==> src/design/srt_pkg.sv <==
// Package with the constants and word types of the segment reassembly tracker.
package srt_pkg;

	localparam int SEG_SLOTS    = 64;
	localparam int SEG_INDEX_W  = $clog2(SEG_SLOTS);
	localparam int SEEN_W       = $clog2(SEG_SLOTS + 1);
	localparam int SEG_BYTES_W  = 13;
	localparam int TOTAL_W      = 19;

	typedef struct packed {
		logic                   clear;
		logic [SEG_INDEX_W-1:0] seg_index;
		logic [SEG_BYTES_W-1:0] seg_bytes;
		logic                   is_last;
	} item_t;

	typedef struct packed {
		logic               complete;
		logic [TOTAL_W-1:0] total_bytes;
		logic               last_seen;
	} result_t;

endpackage

==> src/design/srt_gap_check.sv <==
// Gap check over the presence bitmap up to the highest index seen.
module srt_gap_check import srt_pkg::*; (
	input  logic [SEG_SLOTS-1:0] map,
	input  logic [SEEN_W-1:0]    seen,
	output logic                 no_gaps
);

	logic [SEG_SLOTS-1:0] need;

	always_comb begin
		for (int i = 0; i < SEG_SLOTS; i++) begin
			need[i] = (SEEN_W'(i) < seen);
		end
		no_gaps = (seen != '0) && ((map & need) == need);
	end

endmodule

==> src/design/segment_reassembly_tracker.sv <==
// Top level of the segment reassembly tracker.
// An accepted word is registered in the input stage (valid_s1, item_s1), and its result is
// then registered into result_q together with the strobe result_valid.
// Throughput: one word every cycle; busy stays low and results cannot be stalled.
// Reset: arst_n clears the input valid flag, the strobe and all tracking state at once.
module segment_reassembly_tracker import srt_pkg::*; (
	input  logic    clk,
	input  logic    arst_n,
	input  logic    start,
	output logic    busy,
	input  item_t   item,
	output logic    result_valid,
	output result_t result
);

	logic                    valid_s1;
	item_t                   item_s1;

	logic [SEG_SLOTS-1:0]    map_q, map_nxt;
	logic [SEEN_W-1:0]       seen_q, seen_nxt, idx_p1;
	logic [SEG_INDEX_W-1:0]  final_index_q, final_index_nxt;
	logic [SEG_BYTES_W-1:0]  final_bytes_q, final_bytes_nxt;
	logic                    final_known_q, final_known_nxt;
	logic [SEG_BYTES_W-1:0]  common_bytes_q, common_bytes_nxt;
	logic                    common_known_q, common_known_nxt;
	logic                    done_q, done_nxt;
	logic                    no_gaps;
	logic [SEG_BYTES_W-1:0]  common_eff;
	logic [TOTAL_W-1:0]      total;
	logic                    result_valid_q;
	result_t                 result_q;

	assign busy = 1'b0;

	always_ff @(posedge clk or negedge arst_n) begin
		if (!arst_n) begin
			valid_s1 <= 1'b0;
		end else begin
			valid_s1 <= start && !busy;
		end
	end

	always_ff @(posedge clk) begin
		if (start && !busy) begin
			item_s1 <= item;
		end
	end

	always_comb begin
		map_nxt          = map_q | (SEG_SLOTS'(1) << item_s1.seg_index);
		idx_p1           = SEEN_W'(item_s1.seg_index) + SEEN_W'(1);
		seen_nxt         = (idx_p1 > seen_q) ? idx_p1 : seen_q;
		final_index_nxt  = final_index_q;
		final_bytes_nxt  = final_bytes_q;
		final_known_nxt  = final_known_q;
		common_bytes_nxt = common_bytes_q;
		common_known_nxt = common_known_q;
		if (item_s1.is_last) begin
			if (!final_known_q) begin
				final_known_nxt = 1'b1;
				final_index_nxt = item_s1.seg_index;
				final_bytes_nxt = item_s1.seg_bytes;
				if (item_s1.seg_index == '0) begin
					common_bytes_nxt = item_s1.seg_bytes;
					common_known_nxt = 1'b1;
				end
			end
		end else begin
			common_bytes_nxt = item_s1.seg_bytes;
			common_known_nxt = 1'b1;
		end
		if (item_s1.clear) begin
			map_nxt          = '0;
			seen_nxt         = '0;
			final_index_nxt  = '0;
			final_bytes_nxt  = '0;
			final_known_nxt  = 1'b0;
			common_bytes_nxt = '0;
			common_known_nxt = 1'b0;
		end
	end

	srt_gap_check u_gap (
		.map     (map_nxt),
		.seen    (seen_nxt),
		.no_gaps (no_gaps)
	);

	always_comb begin
		if (item_s1.clear) begin
			done_nxt = 1'b0;
		end else begin
			done_nxt = done_q || (final_known_nxt && no_gaps);
		end
		common_eff = common_known_nxt ? common_bytes_nxt : '0;
		total      = TOTAL_W'(common_eff) * TOTAL_W'(final_index_nxt)
			+ TOTAL_W'(final_bytes_nxt);
		if (!done_nxt) begin
			total = '0;
		end
	end

	always_ff @(posedge clk or negedge arst_n) begin
		if (!arst_n) begin
			map_q          <= '0;
			seen_q         <= '0;
			final_index_q  <= '0;
			final_bytes_q  <= '0;
			final_known_q  <= 1'b0;
			common_bytes_q <= '0;
			common_known_q <= 1'b0;
			done_q         <= 1'b0;
			result_valid_q <= 1'b0;
		end else begin
			result_valid_q <= valid_s1;
			if (valid_s1) begin
				map_q          <= map_nxt;
				seen_q         <= seen_nxt;
				final_index_q  <= final_index_nxt;
				final_bytes_q  <= final_bytes_nxt;
				final_known_q  <= final_known_nxt;
				common_bytes_q <= common_bytes_nxt;
				common_known_q <= common_known_nxt;
				done_q         <= done_nxt;
			end
		end
	end

	always_ff @(posedge clk) begin
		if (valid_s1) begin
			result_q.complete    <= done_nxt;
			result_q.total_bytes <= total;
			result_q.last_seen   <= final_known_nxt;
		end
	end

	assign result_valid = result_valid_q;
	assign result       = result_q;

endmodule

==> config.mk <==
export PLATFORM = sky130hd
export DESIGN_NAME = segment_reassembly_tracker
export DESIGN_NICKNAME = d
export VERILOG_FILES = /design/src/design/srt_pkg.sv /design/src/design/srt_gap_check.sv /design/src/design/segment_reassembly_tracker.sv
export SDC_FILE = /design/constraint.sdc
export NUM_CORES = 1
export LEC_CHECK = 0
export BUFFER_PORTS_ARGS = -buffer_cell sky130_fd_sc_hd__buf_2
export CORE_MARGIN = 3
export CORE_UTILIZATION = 45
export CTS_BUF_LIST = sky130_fd_sc_hd__clkbuf_4
export DETAILED_ROUTE_END_ITERATION = 7
export REMOVE_ABC_BUFFERS = 1
export SYNTH_ARGS = -nofsm -noshare
export SYNTH_HDL_FRONTEND = slang
export SYNTH_HIERARCHICAL = 1
export SYNTH_SLANG_ARGS = --single-unit
==> constraint.sdc <==
create_clock -name clk -period 6.1 [get_ports clk]
set_input_delay 0.61 -clock clk [delete_from_list [all_inputs] [get_ports clk]]
set_output_delay 0.61 -clock clk [all_outputs]
set_load 0.005 [all_outputs]
# [Word-level counts from Yosys, hierarchy flattened]
# Cells that the tools add are included.
[op_classes] addsub=2 n_mul=1 n_div=0 order_cmp=65 n_eq_ne=1 n_shift=1 mux=21 bitwise_logic=2 n_reduce_logical=5
[ops] op="6-bit by 7-bit less-than comparator with 1-bit output (first input constant)" count=32
[ops] op="5-bit by 7-bit less-than comparator with 1-bit output (first input constant)" count=16
[ops] op="13-bit two-way mux" count=8
[ops] op="64-bit bitwise AND" count=1
[ops] op="64-bit == test" count=1
[ops] op="64-bit two-way mux" count=1
[ops] op="64-bit bitwise OR" count=1
[ops] op="1-bit by 6-bit << shifter with 64-bit output (first input constant)" count=1
[ops] op="4-bit by 7-bit less-than comparator with 1-bit output (first input constant)" count=8
[ops] op="3-bit by 7-bit less-than comparator with 1-bit output (first input constant)" count=4
[ops] op="19-bit by 13-bit adder with 19-bit output" count=1
[ops] op="13-bit by 6-bit multiplier with 19-bit output" count=1
[ops] op="6-bit two-way mux" count=3
[ops] op="1-bit by 7-bit less-than comparator with 1-bit output (first input constant)" count=2
[ops] op="2-bit by 7-bit less-than comparator with 1-bit output (first input constant)" count=2
[ops] op="7-bit two-way mux" count=2
[ops] op="6-bit by 1-bit adder with 7-bit output (second input constant)" count=1
[ops] op="7-bit > comparator" count=1
[ops] op="1-bit two-way mux" count=7
[ops] op="7-bit nonzero test" count=1
[ops] op="6-bit logical NOT" count=1
[ops] op="1-bit logical AND" count=2
[ops] op="1-bit logical OR" count=1
[totals] regBits=150 latchBits=0 ram_bits=0 mem_bits_ro=0 input_bits=24 output_inout_bits=23 elab_cells=115 n_memories=0

# [Longest topological paths before layout]
# Gate-level depths: netlist (run 1).
[logic_depth] ltp_word=11 mapped_depth=25 mapped_depth_nobuf=22

# [By module]
# Netlist (run 1), hierarchy kept.
[modules_own_cells] mod="segment_reassembly_tracker" instances=1 cells_each=1137 area_per_inst_um2=10139.7
[modules_own_cells] mod="srt_gap_check" instances=1 cells_each=155 area_per_inst_um2=1019.7

# [Worst setup path after synthesis (run 1)]
# Ideal clock, no wire load.
[synth_path] path_kind="register -> register" from="register item_s1[14] (netlist bit)" to="register result_q (netlist bit result[14]), data pin" arrival_ns=5.048 required_time_ns=5.834 slack_ns=0.786 path_stages_with_launch=21 synth_period_minus_slack_ns=5.314 cell_sequence="edfxtp_1 -> inv_1 -> ha_1 -> a41o_2 -> buf_6 -> a21oi_1 -> or2_2 -> nor2_1 -> fa_1 -> fa_1 -> fa_1 -> inv_1 -> fa_1 -> inv_1 -> ha_1 -> o21a_1 -> or2_1 -> a31oi_1 -> o21bai_1 -> xnor2_1 -> nor2_1"
[synth_between] elab_chain_cells=11 elab_cells_between_ends=93 classes_between="2 x add/sub; 1 x mul; 65 x order compare; 1 x eq/ne; 1 x shift; 16 x mux; 2 x bitwise; 5 x reduce/logical"
[synth_lines] element="start: declaration" line="segment_reassembly_tracker.sv:17" rtl="item_t item_s1;"
[synth_lines] element="start signal: assignment" line="segment_reassembly_tracker.sv:45" rtl="item_s1 <= item;"
[synth_lines] element="branches (longest 11 deep; another with 13-bit by 6-bit multiplier with 19-bit output)"
[synth_lines] element="end: declaration" line="segment_reassembly_tracker.sv:31" rtl="result_t result_q;"
# Several ways; the timed one is not identified.
# A chain may end at the register's enable or synchronous reset.

# [Final worst setup path (run 1)]
[layout_path] from="register item_s1[14] (netlist bit)" to="register result_q (netlist bit result[13]), data pin"
# Same word-level chain as after synthesis.

==> results of run 1 <==
==> critical path, stage by stage (launching register included) <==
cell,delay [ps]
edfxtp_1,450
inv_1,160
ha_1,320
a41o_2,400
a21oi_1,160
or3_1,360
fa_1,540
fa_1,550
inv_1,50
fa_1,570
fa_1,440
ha_1,370
and3_1,210
a22o_1,240
nor3_1,260
o31ai_1,140
xor2_1,160
and2_1,170
==> worst paths after layout <==
| check | end | slack [ps] | cells after the start |
|---|---|---|---|
| min in group clk | item_s1[14]$_DFFE_PP_ | 200 | 1 |
| hold reg to reg | done_q$_DFFE_PN0P_ | 510 | 2 |
| setup reg to reg | result[13]$_SDFFCE_PN0P_ | 320 | 17 |
| max in group asynchronous | final_known_q$_DFFE_PN0P_ | 4800 | 2 |
| hold / removal | map_q[31]$_DFFE_PN0P_ | 140 | 1 |
| setup / recovery | result[13]$_SDFFCE_PN0P_ | 320 | 17 |
==> state kept, by name (all words and copies together), names as in the netlist, 6 cells and up <==
signal	count
seen_q	7
item_s1	21
common_bytes_q	13
final_bytes_q	13
map_q	64
final_index_q	6
result	21
==> where the power goes <==
part           internal (W)  switching [W]  total, W
Combinational      0.000443       0.000704   0.00115
Clock              0.000270       0.000438  0.000707
Sequential          0.00111      0.0000608   0.00117
Total               0.00182        0.00120   0.00303
==> synthesized netlist by cell type (all sizes together) (25+ instances only) <==
cell type,instances
nor2,246
and2,25
nand2,64
buf,30
edfxtp,42
o21ai,39
inv,104
fa,55
and3,25
nand3,30
a21oi,163
ha,50
clkbuf,64
dfrtp,108
==> kinds of logic (layout without fill, tap and decap cells) <==
family	Yosys count	after routing	synth area share [%]
flip-flops	150	150	35.52
multiplexers	28	28	2.635
other	1	2	0.03360
XOR/XNOR	14	14	1.099
buffers and inverters	199	228	7.378
adder cells (fa/ha/maj)	106	106	15.56
AO/OA/AOI/OAI	327	327	18.18
AND/OR/NAND/NOR	467	467	19.60
==> metrics by stage <==
step,cell area (µm²),std cells,utilization (%)
2_1_floorplan,10730,1198,-
3_3_place_gp,11700,1606,48.96
3_5_place_dp,11700,1606,48.96
4_1_cts,12010,1638,50.26
5_1_grt,12050,1641,50.42
6_report,12050,1641,50.42
==> what timing repair did <==
| action | in CTS | in global routing |
|---|---|---|
| buffers inserted | 0 | 2 |
| endpoints found under the setup margin | 0 | 8 |
| resized for setup | 0 | 7 |
==> metal layers <==
layer  routed length (µm)  up-vias  track usage, %
met2                11970      353           30.96
li1                     -     4447               -
met4                  206        0           3.883
met3                 2358       14           4.895
met1                15640     4371           38.92
met5                    0        -               0
==> area by class of cell <==
class                      count  share of cell area, %
multi-input combinational    943                  53.06
sequential                   150                  32.94
timing repair buffer          91                  4.788
tap                          319                  3.313
inverter                     105                  3.303
clock inverter                14                  1.454
clock buffer                  18                  1.122
antenna                        1                0.02077
==> flow_summary_export.csv, run 1 <==
group,metric,value,unit
yosys,synth_cell_types,86,
clocking,clockBufferDepth,2,
layout,fillers,2308,
yosys,seq_area_frac_synth,35.52,%
placement,place_worst_setup_slack,200.6,ps
timing,grt_setup_unrepaired,"no",
placement,portBuffers,45,
yosys,yosys.area.top_type_share,24.22,%
floorplan,start_util,46.71,%
clocking,root_buffer,"clkbuf_4",
setup_path,reg2reg_from,"item_s1[14]$_DFFE_PP_",
timing,setup_viol,0,
power_and_ir_drop,power.density,251.2,nW/µm²
global_route,grt_pass1_vias,8557,
setup_path,worstPathArrival,6110,ps
setup_path,worstSetupPathType,"reg -> reg",
yosys,synthTopCellsByArea,"dfrtp_1 24%, edfxtp_1 11%, fa_1 9.9%",
timing,fin_setup_tns,0,ps
layout,ff_latch_area,3968,µm²
timing,worst_pin_slew,1022,ps
timing,final_hold_viol_count,0,
detailed_routing,avgViaCountPerCell,5.597,
floorplan,rows,56,
worst_hold_path,worstHoldPathType,"in -> async",
yosys,async_flop_share,72.00,%
detailed_routing,firstDrtPassIters,5,
timing,max_freq,173.0,MHz
yosys,synth_edf_count,42,
timing,min_period,5779,ps
layout,drive_gt1_share,12.94,%
yosys,ys.flop_type,"dfrtp_1",
setup_path,cp-end-kind,"register",
placement,place_congestion,0.9338,
yosys,yosysTopAreaCell,"dfrtp_1",
setup_path,worstPathRequired,6430,ps
outcome,outcome,"complete, no violations",
yosys,syn-mean-instance-area,8.637,µm²
power_and_ir_drop,p_total,0.003026,W
clocking,clk_pin_slew,160,ps
floorplan,die_area,26720,µm²
floorplan,die_w,163.5,µm
timing,timing.final.ws_setup,320.8,ps
global_route,antenna_found_initial,1,
yosys,synth.cell_area,11160,µm²
power_and_ir_drop,p_leak,5.531,nW
layout,multi_input_area,6392,µm²
timing,relSlewSlack,31.84,%
timing,fin_skew,35.74,ps
clocking,cts.sinks,150,
setup_path,crit_fanout,15,
layout,layout_common_cells,"243 x nor2_1, 160 x a21oi_1, 107 x dfrtp_1, 101 x inv_1, 63 x nand2_1",
yosys,ys_ff_latch,150,
placement,dp_hpwl,22210,µm
timing,whs,141.8,ps
floorplan,io_pins,47,
global_route,track_usage,23.35,%
floorplan,die_y,163.5,µm
clocking,clk_latency,570,ps
detailed_routing,wire_per_inst,18.39,µm
detailed_routing,vias,9185,
floorplan,core,23890,µm²
timing,maxSlewViolCount,0,
setup_path,crit_start,"item_s1[14]$_DFFE_PP_",
global_route,grt_max_degree,85,
timing,timing.final.crit_share,94.74,%
detailed_routing,ant_nets,0,
clocking,cts_tree,"done",
layout,layout_commonest_cell,"nor2_1",
power_and_ir_drop,irDropWorstVdd,0.0001553,V
clocking,ctsHtreeMaxLevel,4,
detailed_routing,drtIter0Drc,772,
clocking,cts_inserted_buffers,17,
layout,nets,1437,
global_route,grt.overflow.total,0,
layout,synthToLayoutAreaGrowth,7.950,%
detailed_routing,wl,30180,µm
setup_path,worst_setup_path_start_kind,"register",
flow_run,max_cap_viol_count,0,
detailed_routing,route.detailed.drc,0,
clocking,postCtsHoldBufs,0,
yosys,synth_warnings,6,
yosys,synthesis.instances,1292,
global_route,grt_pass1_wl,48920,µm
No activity file was read; power rests on OpenSTA's default activity.
==> run 2, diff against run 1 <==
--- a/config.mk
+++ b/config.mk
@@ -10,6 +10,7 @@
 export CORE_UTILIZATION = 45
 export CTS_BUF_LIST = sky130_fd_sc_hd__clkbuf_4
 export DETAILED_ROUTE_END_ITERATION = 7
+export PLACE_DENSITY_LB_ADDON = 0.1
 export REMOVE_ABC_BUFFERS = 1
 export SYNTH_ARGS = -nofsm -noshare
 export SYNTH_HDL_FRONTEND = slang
==> run 2 against run 1 <==
- sequential share of layout area fell by 0.22 points
- count of clock-buffer cells in the layout fell by 1
- register-to-register slack improved by 80 ps
- first-iteration DRC count rose by 0.13%
- global-route usage rose by 0.40 points
- die area did not move
- sequential power barely moved
==> flow_summary_export.csv, run 2 (synthesized netlist as in run 1, its figures left out) <==
group,metric,value,unit
outcome,outcome,"complete, no violations",
setup_path,crit_fanout,6,
floorplan,die_w,163.5,µm
placement,portBuffers,45,
setup_path,reg2reg_slack,400,ps
power_and_ir_drop,p_leak,5.568,nW
setup_path,worst_setup_path_start_kind,"register",
layout,fillers,2291,
flow_run,max_cap_viol_count,0,
detailed_routing,wl,30920,µm
timing,final_hold_viol_count,0,
timing,setup_viol,0,
layout,ff_latch_area,3968,µm²
worst_hold_path,worstHoldPathType,"in -> async",
power_and_ir_drop,power.density,255.1,nW/µm²
setup_path,worstPathRequired,6440,ps
global_route,antenna_found_initial,1,
timing,maxSlewViolCount,0,
setup_path,reg2reg_depth,18,
layout,regMostFlops,"map_q",
placement,dp_hpwl,22780,µm
power_and_ir_drop,p_total,0.003095,W
floorplan,io_pins,47,
placement,place_congestion,0.9401,
global_route,grt_pass1_wl,49750,µm
setup_path,reg2reg_to,"result[13]$_SDFFCE_PN0P_",
floorplan,start_util,46.71,%
timing,max_freq,175.5,MHz
clocking,clockBufferDepth,2,
layout,largest_register_ffs,64,
setup_path,worstSetupPathType,"reg -> reg",
global_route,grt_max_degree,84,
setup_path,worstPathArrival,6040,ps
clocking,ctsHtreeMaxLevel,4,
floorplan,core,23890,µm²
timing,min_period,5698,ps
floorplan,rows,56,
detailed_routing,firstDrtPassIters,6,
clocking,cts.sinks,150,
clocking,cts_inserted_buffers,17,
timing,whs,76.49,ps
layout,nets,1441,
timing,relSlewSlack,32.90,%
global_route,grt_pass1_vias,8738,
detailed_routing,wire_per_inst,18.80,µm
detailed_routing,drtIter0Drc,773,
layout,multi_input_area,6396,µm²
timing,timing.final.crit_share,93.41,%
floorplan,die_area,26720,µm²
detailed_routing,route.detailed.drc,0,
layout,synthToLayoutAreaGrowth,8.689,%
timing,worst_pin_slew,1007,ps
detailed_routing,vias,9170,
timing,fin_setup_tns,0,ps
clocking,root_buffer,"clkbuf_4",
layout,fin_util,50.76,%
global_route,grt.overflow.total,0,
clocking,clk_latency,580,ps
layout,layout_common_cells,"243 x nor2_1, 160 x a21oi_1, 107 x dfrtp_1, 101 x inv_1, 63 x nand2_1",
power_and_ir_drop,irDropWorstVdd,0.0001480,V
clocking,clk_pin_slew,170,ps
floorplan,die_y,163.5,µm
clocking,cts_tree,"done",
global_route,track_usage,23.76,%
layout,layout_commonest_cell,"nor2_1",
detailed_routing,ant_nets,0,
timing,fin_skew,41.42,ps
detailed_routing,avgViaCountPerCell,5.574,
setup_path,reg2reg_from,"final_known_q$_DFFE_PN0P_",
setup_path,cp-end-kind,"register",
layout,drive_gt1_share,13.13,%
==> run 2: cell count changes in the layout (fill, tap and decap cells not counted), sizes merged <==
cell and delta:
buf +3, clkinv +3, bufinv +1, inv -3
==> run 2: critical path, cell delays in order, from the launching register on <==
cell and delay [ps]:
dfrtp_1 500, clkinvlp_4 230, a41oi_4 370, clkbuf_2 240
and3_1 160, a21oi_1 70, or2_2 320, nor2_1 150
fa_1 440, fa_1 510, fa_1 570, fa_1 420
ha_1 370, o21a_1 200, or2_1 260, a31oi_1 230
o31ai_1 100, xor2_1 150, and2_1 170
==> run 2: worst max-delay path by stage <==
stage	from	endpoint	slack, ps	cells after the start
after detailed placement	final_known_q$_DFFE_PN0P_	result[19]$_SDFFCE_PN0P_	210	18
after CTS	final_known_q$_DFFE_PN0P_	result[19]$_SDFFCE_PN0P_	190	18
after global placement	final_known_q$_DFFE_PN0P_	result[19]$_SDFFCE_PN0P_	190	18
after floorplan	item_s1[20]$_DFFE_PP_	result[15]$_SDFFCE_PN0P_	-1300	16
after global routing	item_s1[16]$_DFFE_PP_	result[19]$_SDFFCE_PN0P_	-10	20
final	final_known_q$_DFFE_PN0P_	result[13]$_SDFFCE_PN0P_	400	18
==> run 2: layer usage <==
metal,GRT usage (%),vias up,wire (µm)
li1,-,4453,-
met1,39.73,4386,16560
met2,30.96,305,11730
met3,5.123,26,2284
met4,4.460,0,350
met5,0,-,0
==> run 2: report_power, final <==
| part | switching [W] | internal (W) | leakage [nW] | total, W |
|---|---|---|---|---|
| clock network | 0.000450 | 0.000306 | 0.181 | 0.000755 |
| registers | 0.0000600 | 0.00111 | 1.89 | 0.00117 |
| logic | 0.000713 | 0.000455 | 3.49 | 0.00117 |
==> run 2: cell type report <==
cell class                      instances  share of cell area [%]
Clock buffer                           17                   1.052
Antenna cell                            1                 0.02063
Timing Repair Buffer                   95                   5.158
Tap cell                              319                   3.291
Clock inverter                         15                   1.754
Inverter                              105                   3.280
Sequential cell                       150                   32.71
Multi-Input combinational cell        943                   52.73
==> run 2: metrics by stage <==
step	instance area, µm²	worst slack, ps	cells
floorplan	10730	-1301	1198
global placement	11720	193.0	1606
detailed placement	11720	207.9	1606
CTS	12060	185.2	1638
global route	12130	-14.97	1645
finish	12130	401.9	1645
==> run 2: repair_timing <==
| action | in CTS | in global routing |
|---|---|---|
| setup endpoints to repair | 0 | 11 |
| hold buffers | 0 | 0 |
| endpoints found under the hold margin | 0 | 0 |
| gates resized for setup | 0 | 6 |
| setup buffers | 0 | 6 |
